$ cat config.mk
export PLATFORM = sky130hd
export DESIGN_NAME = averaged_temperature_p_control_top
export DESIGN_NICKNAME = d
export VERILOG_FILES = /design/src/hdl/atpc_pkg.sv /design/src/hdl/averaged_temperature_p_control_top.sv
export SDC_FILE = /design/constraint.sdc
export NUM_CORES = 1
export LEC_CHECK = 0
export ABC_CLOCK_PERIOD_IN_PS = 7550
export BUFFER_PORTS_ARGS = -buffer_cell sky130_fd_sc_hd__buf_2
export CORE_MARGIN = 2
export CORE_UTILIZATION = 59
export CTS_BUF_LIST = sky130_fd_sc_hd__clkbuf_16
export CTS_CLUSTER_DIAMETER = 200
export DETAILED_ROUTE_END_ITERATION = 8
export GPL_TIMING_DRIVEN = 0
export HOLD_SLACK_MARGIN = 0.08
export PLACE_DENSITY = 0.87
export SETUP_SLACK_MARGIN = 0.02
export SLEW_MARGIN = 40
export SYNTH_ARGS = -nofsm -noshare
export SYNTH_HDL_FRONTEND = slang
export SYNTH_SLANG_ARGS = --single-unit
export TNS_END_PERCENT = 100
$ cat constraint.sdc
create_clock -name aclk -period 7.55 [get_ports aclk]
set_input_delay 1.1325 -clock aclk [delete_from_list [all_inputs] [get_ports aclk]]
set_output_delay 1.1325 -clock aclk [all_outputs]
set_load 0.005 [all_outputs]
$ cat src/hdl/atpc_pkg.sv
`timescale 1ns / 1ps

package atpc_pkg;

    localparam int SAMPLE_W  = 12;
    localparam int TEMP_W    = 15;
    localparam int GAIN_W    = 8;
    localparam int CFG_IDX_W = 3;
    localparam int CFG_W     = 15;

    // 256 * 3.3 / 0.005, temperature scale in Q7.8 per converter code
    localparam int CONV_W = 18;
    localparam logic [CONV_W-1:0] CONV_NUM = 18'd168960;
    localparam int FULL_SCALE = 4095;

    // quotient never exceeds CONV_NUM
    localparam int QUOT_W = 18;

    localparam int GAIN_SHIFT = 8;

    localparam logic [CFG_W-1:0]  TARGET_RST = 15'd0;
    localparam logic [GAIN_W-1:0] GAIN_RST   = 8'd40;
    localparam logic [TEMP_W-1:0] UPPER_RST  = 15'd25600;
    localparam logic [TEMP_W-1:0] LOWER_RST  = 15'd1280;

    typedef enum logic [CFG_IDX_W-1:0] {
        REG_MODE   = 3'd0,
        REG_TARGET = 3'd1,
        REG_GAIN   = 3'd2,
        REG_UPPER  = 3'd3,
        REG_LOWER  = 3'd4
    } cfg_reg_t;

    typedef enum logic {
        MODE_HEAT = 1'b0,
        MODE_COOL = 1'b1
    } ctrl_mode_t;

endpackage

$ cat src/hdl/averaged_temperature_p_control_top.sv
`timescale 1ns / 1ps

// channel   dir  handshake            payload
// s_        in   s_valid / s_ready    s_sample
// m_        out  m_valid / m_ready    m_temperature, m_drive, m_done_res
// cfg_      in   cfg_valid / cfg_ready cfg_index, cfg_data
//
// samples are taken one per cycle while a group accumulates
// the last sample of a group drops s_ready for the busy states: two passes of the
// shared multiplier by the divisor reciprocal, clamp, error, drive multiply
// aresetn is synchronous: clears the group sum and count and loads register defaults
// a result waits in the output register; the next group accumulates meanwhile and
// only stalls if its result is ready before the previous one is taken
// cfg_ready is always high

module averaged_temperature_p_control_top #(
    parameter int SAMPLES_PER_DECISION = 32
) (
    input  logic                             aclk,
    input  logic                             aresetn,
    input  logic                             s_valid,
    output logic                             s_ready,
    input  logic [atpc_pkg::SAMPLE_W-1:0]    s_sample,
    output logic                             m_valid,
    input  logic                             m_ready,
    output logic [atpc_pkg::TEMP_W-1:0]      m_temperature,
    output logic [atpc_pkg::TEMP_W-1:0]      m_drive,
    output logic                             m_done_res,
    input  logic                             cfg_valid,
    output logic                             cfg_ready,
    input  logic [atpc_pkg::CFG_IDX_W-1:0]   cfg_index,
    input  logic [atpc_pkg::CFG_W-1:0]       cfg_data
);

    import atpc_pkg::*;

    localparam int DIVISOR_VAL = FULL_SCALE * SAMPLES_PER_DECISION;
    localparam int SUM_W       = $clog2(DIVISOR_VAL + 1);
    localparam int CNT_W       = (SAMPLES_PER_DECISION > 1) ? $clog2(SAMPLES_PER_DECISION) : 1;
    localparam int DPROD_W     = TEMP_W + GAIN_W;

    // reciprocal scaled so that the floor is exact for every group sum
    localparam int          RECIP_SHIFT = 2 * SUM_W;
    localparam logic [63:0] RECIP       = ((64'(CONV_NUM) << RECIP_SHIFT)
                                          + 64'(DIVISOR_VAL) - 64'd1) / 64'(DIVISOR_VAL);
    localparam int          RECIP_W     = $clog2(RECIP + 64'd1);
    localparam int          RLO_W       = (RECIP_W + 1) / 2;
    localparam int          ACC_W       = RECIP_SHIFT + QUOT_W;
    localparam int          MUL_W       = SUM_W + RLO_W;

    localparam logic [RLO_W-1:0] RECIP_LO = RECIP[RLO_W-1:0];
    localparam logic [RLO_W-1:0] RECIP_HI = RLO_W'(RECIP >> RLO_W);
    localparam logic [CNT_W-1:0] LAST_CNT = CNT_W'(SAMPLES_PER_DECISION - 1);

    typedef enum logic [2:0] {
        ST_ACC,
        ST_LOAD,
        ST_MULH,
        ST_CLAMP,
        ST_ERR,
        ST_DRIVE
    } state_t;

    state_t               state_reg;
    logic [SUM_W-1:0]     sum_reg;
    logic [CNT_W-1:0]     cnt_reg;
    logic [ACC_W-1:0]     acc_reg;
    logic [TEMP_W-1:0]    temp_reg;
    logic [TEMP_W-1:0]    err_reg;
    logic                 done_reg;

    ctrl_mode_t           mode_reg;
    logic [TEMP_W-1:0]    target_reg;
    logic [GAIN_W-1:0]    gain_reg;
    logic [TEMP_W-1:0]    upper_reg;
    logic [TEMP_W-1:0]    lower_reg;

    logic                 m_valid_reg;
    logic [TEMP_W-1:0]    m_temperature_reg;
    logic [TEMP_W-1:0]    m_drive_reg;
    logic                 m_done_reg;

    logic [SUM_W-1:0]     sum_next;
    logic [RLO_W-1:0]     mul_op;
    logic [MUL_W-1:0]     mul_out;
    logic [QUOT_W-1:0]    quo;
    logic [TEMP_W-1:0]    clamp_hi;
    logic [TEMP_W-1:0]    clamp_val;
    logic [DPROD_W-1:0]   drive_prod;
    logic                 s_xfer;

    assign s_ready   = (state_reg == ST_ACC);
    assign s_xfer    = s_valid && s_ready;
    assign cfg_ready = 1'b1;

    assign m_valid       = m_valid_reg;
    assign m_temperature = m_temperature_reg;
    assign m_drive       = m_drive_reg;
    assign m_done_res    = m_done_reg;

    assign sum_next = sum_reg + SUM_W'(s_sample);

    // shared multiplier: low half of the reciprocal first, then the high half
    assign mul_op  = (state_reg == ST_LOAD) ? RECIP_LO : RECIP_HI;
    assign mul_out = MUL_W'(sum_reg) * MUL_W'(mul_op);
    assign quo     = acc_reg[RECIP_SHIFT +: QUOT_W];

    assign clamp_hi  = (quo > QUOT_W'(upper_reg)) ? upper_reg : quo[TEMP_W-1:0];
    assign clamp_val = (clamp_hi < lower_reg) ? lower_reg : clamp_hi;

    assign drive_prod = DPROD_W'(err_reg) * DPROD_W'(gain_reg);

    always_ff @(posedge aclk) begin
        if (!aresetn) begin
            state_reg   <= ST_ACC;
            sum_reg     <= '0;
            cnt_reg     <= '0;
            m_valid_reg <= 1'b0;
            mode_reg    <= MODE_HEAT;
            target_reg  <= TARGET_RST;
            gain_reg    <= GAIN_RST;
            upper_reg   <= UPPER_RST;
            lower_reg   <= LOWER_RST;
        end else begin
            if (cfg_valid && cfg_ready) begin
                unique case (cfg_reg_t'(cfg_index))
                    REG_MODE:   mode_reg   <= ctrl_mode_t'(cfg_data[0]);
                    REG_TARGET: target_reg <= cfg_data[TEMP_W-1:0];
                    REG_GAIN:   gain_reg   <= cfg_data[GAIN_W-1:0];
                    REG_UPPER:  upper_reg  <= cfg_data[TEMP_W-1:0];
                    REG_LOWER:  lower_reg  <= cfg_data[TEMP_W-1:0];
                    default: ;
                endcase
            end

            if (m_valid_reg && m_ready) begin
                m_valid_reg <= 1'b0;
            end

            unique case (state_reg)
                ST_ACC: begin
                    if (s_xfer) begin
                        sum_reg <= sum_next;
                        if (cnt_reg == LAST_CNT) begin
                            cnt_reg   <= '0;
                            state_reg <= ST_LOAD;
                        end else begin
                            cnt_reg <= cnt_reg + CNT_W'(1);
                        end
                    end
                end
                ST_LOAD: begin
                    acc_reg   <= ACC_W'(mul_out);
                    state_reg <= ST_MULH;
                end
                ST_MULH: begin
                    acc_reg   <= acc_reg + (ACC_W'(mul_out) << RLO_W);
                    sum_reg   <= '0;
                    state_reg <= ST_CLAMP;
                end
                ST_CLAMP: begin
                    temp_reg  <= clamp_val;
                    state_reg <= ST_ERR;
                end
                ST_ERR: begin
                    if (mode_reg == MODE_HEAT) begin
                        done_reg <= (target_reg < temp_reg);
                        err_reg  <= target_reg - temp_reg;
                    end else begin
                        done_reg <= (temp_reg < target_reg);
                        err_reg  <= temp_reg - target_reg;
                    end
                    state_reg <= ST_DRIVE;
                end
                ST_DRIVE: begin
                    if (!m_valid_reg || m_ready) begin
                        m_valid_reg       <= 1'b1;
                        m_temperature_reg <= temp_reg;
                        m_done_reg        <= done_reg;
                        m_drive_reg       <= done_reg ? '0
                                                      : drive_prod[GAIN_SHIFT +: TEMP_W];
                        state_reg         <= ST_ACC;
                    end
                end
                default: state_reg <= ST_ACC;
            endcase
        end
    end

endmodule

==> flow_summary.yaml <==
outcome:
  status: "finished, violations left"
  violations: "setup timing"
worst_hold_path:
  hold_depth: 2
  worstHoldPathType: "register to register"
detailed_routing:
  postRouteWirelength_mm: 53.0
  drt-wirelength-per-cell_um: 18.7
  drtIter0Drc: 1498
  route.detailed.drc: 0
  first_pass_iters: 8
  vias: 16600
  vias_per_cell: 5.84
  ant_nets: 0
sta:
  rsz0062_at_grt: "yes"
  finalHoldViolations: 0
  max_freq_mhz: 122
  tns_ps: -4440
  fin_crit_sh_pct: 109
  finClkSkew_ps: 14.7
  timing.final.crit_period_ps: 8210
  relSlewSlack_pct: 42.0
  slew_viol_final: 0
  hold_slack_ps: 472
  max_slew.worst_pin.slew_ps: 870
  setup_viol: 12
  finalWorstSetupSlack_ps: -659
logic_synthesis:
  ys_seq_elements: 176
  syn_area_um2: 20100
  synthMuxAreaShare_pct: 2.17
  avgSynthCellArea_um2: 9.10
  yosys_warnings: 0
  async_flop_share_pct: 0
  synthTopCellsByArea: "fa_1 (20%), ha_1 (17%), edfxtp_1 (14%)"
  synth-compound-area-share_pct: 12.8
  synth-edff-count: 96
  synth-main-ff-cell: "edfxtp_1"
  netlist_instances: 2204
  synth_top_family_by_area: "adder cells"
  synthSimpleGateAreaFrac_pct: 13.8
  yosysSeqAreaShare_pct: 22.3
  synth_top_area_share_pct: 20.2
  synth_cell_types: 71
  synthAdderAreaFrac_pct: 37.2
  yosys.area.top_type: "fa_1"
  yosys.area_share.xor_xnor_pct: 3.54
cts:
  cts_root_buffer: "clkbuf_16"
  clock_latency_ps: 460
  cts_made_buffers: 17
  cts_tree: "built"
  cts.sinks: 176
  clk_path_buf_depth: 2
  clkTransAtPathRegs_ps: 70
  htree_num_levels: 4
layout:
  layout.cells.non_filler: 2834
  diodes: 0
  drive_gt1_share_pct: 13.0
  post-route-util_pct: 67.9
  largest_reg_flops: 34
  mostFrequentLayoutCell: "inv_1"
  final_area_um2: 22800
  area_growth_syn_to_layout_pct: 13.4
  fill_cells: 2440
  fin_nets: 2883
  mostFrequentLayoutCells: "inv_1 (359), nand2_1 (273), ha_1 (252), fa_1 (200), a21oi_1 (141)"
placed_design:
  dpl.hpwl_mm: 42.2
  routabilityCongestion: 1.03
  portBuffers: 67
  place_ws_ps: -1330
  placed_cells: 2763
  place_area_um2: 21400
critical_path:
  crit_path_end: "acc_reg[51]"
  r2r-start: "state_reg[1]"
  startpoint_type: "register"
  cp-startpoint: "state_reg[1]"
  endpoint_kind: "register"
  reg2reg_to: "acc_reg[51]"
  required_ps: 7730
  r2r_cells: 36
  path_class: "register to register"
  slowest_stage: "fa_1"
  arrival_ps: 8390
  path_max_fanout: 6
  cpMostUsedCell: "fa_1"
  rrSetupSlack_ps: -660
  max_stage_delay_ps: 540
pwr:
  power.total_mw: 9.27
  leakage_nw: 10.9
  vdd_drop_max_uv: 476
  powerDensity_nw_per_um2: 407
global_route:
  grt_overflow: 0
  grt_max_degree: 19
  antenna_found_initial: 0
  grt_pass1_wl_mm: 86.2
  grt.total_usage_pct: 30.6
  grt_pass1_vias: 17000
die:
  ios: 69
  placementRows: 67
  die-height_um: 188
  initial_core_util_pct: 59.8
  die-area_um2: 35500
  core_um2: 33500
  die_w_um: 188
job:
  drv_cap: 0
-- how the worst min path moves through the flow --
stage	start	to	slack, ps
after global routing	lower_reg[1]	lower_reg[1]	490
after global placement	cnt_reg[4]	cnt_reg[4]	450
after floorplan	cnt_reg[4]	cnt_reg[4]	440
after detailed placement	lower_reg[1]	lower_reg[1]	460
final	cnt_reg[4]	cnt_reg[4]	470
after CTS	cnt_reg[4]	cnt_reg[4]	470
-- where the power goes --
group / internal (mW) / leakage (nW) / switching (mW)
Sequential: 1.08 / 1.53 / 0.0221
Clock: 0.432 / 0.275 / 0.439
Combinational: 3.20 / 9.05 / 4.10
-- logic make-up after synthesis --
| logic type | after synthesis |
|---|---|
| flops | 176 |
| buf+inv | 434 |
| xor+xnor | 81 |
| simple gates | 591 |
| mux | 36 |
| fa+ha+maj | 475 |
| other cells | 2 |
| compound gates | 409 |
-- timing repair --
action | 4_1_cts | 5_1_grt
setup endpoints to repair | 18 | 17
setup buffers | 30 | 12
pin swaps | 58 | 44
resized for setup | 75 | 42
hold buffers | 0 | 0
-- critical path, delay by kind of cell, from the launching register on --
kind	cells	cell delay (ps)
and+or+nand+nor	9	1370
muxes	1	250
adders and majority gates	8	3310
DFF	1	320
AOI/OAI and AO/OA	12	2190
buffers and inverters	6	510
-- area by class of cell --
type | count | area (um2) | area share, %
plain buffers | 62 | 307 | 1.35
repair buffers | 118 | 733 | 3.22
clock inverters | 15 | 131 | 0.577
flip-flops and latches | 176 | 4490 | 19.7
well taps | 448 | 561 | 2.46
multi-input cells | 1630 | 14700 | 64.7
clock buffers | 17 | 425 | 1.87
inverters | 368 | 1380 | 6.07
-- metal layers --
layer / part of all wire, % / GRT usage (%) / up-vias
li1: - / - / 7618
met1: 40 / 39.0 / 8029
met2: 49 / 52.8 / 758
met3: 7.1 / 4.75 / 148
met4: 3.7 / 11.1 / 0
met5: 0 / 0 / -
-- synthesized netlist by cell type, types with 7 or more instances --
| library cell | n |
|---|---|
| nor3_1 | 33 |
| a211oi_1 | 23 |
| mux2_4 | 10 |
| xnor2_1 | 57 |
| a21o_1 | 50 |
| o211ai_1 | 14 |
| o21bai_1 | 9 |
| dfxtp_1 | 80 |
| ha_1 | 273 |
| inv_1 | 367 |
| o21ai_0 | 70 |
| nor2_1 | 84 |
| nand3b_1 | 8 |
| clkbuf_1 | 60 |
| and2_1 | 66 |
| nand4_1 | 10 |
| and3_1 | 12 |
| a31oi_1 | 13 |
| fa_1 | 202 |
| xor2_1 | 24 |
| nor2b_1 | 17 |
| a21oi_1 | 156 |
| nand2b_1 | 14 |
| mux2_2 | 20 |
| nand2_1 | 280 |
| o31ai_1 | 7 |
| o21a_1 | 21 |
| nand3_1 | 33 |
| or3_1 | 10 |
| or2_2 | 7 |
| edfxtp_1 | 96 |
(Power assumes the default switching activity.)
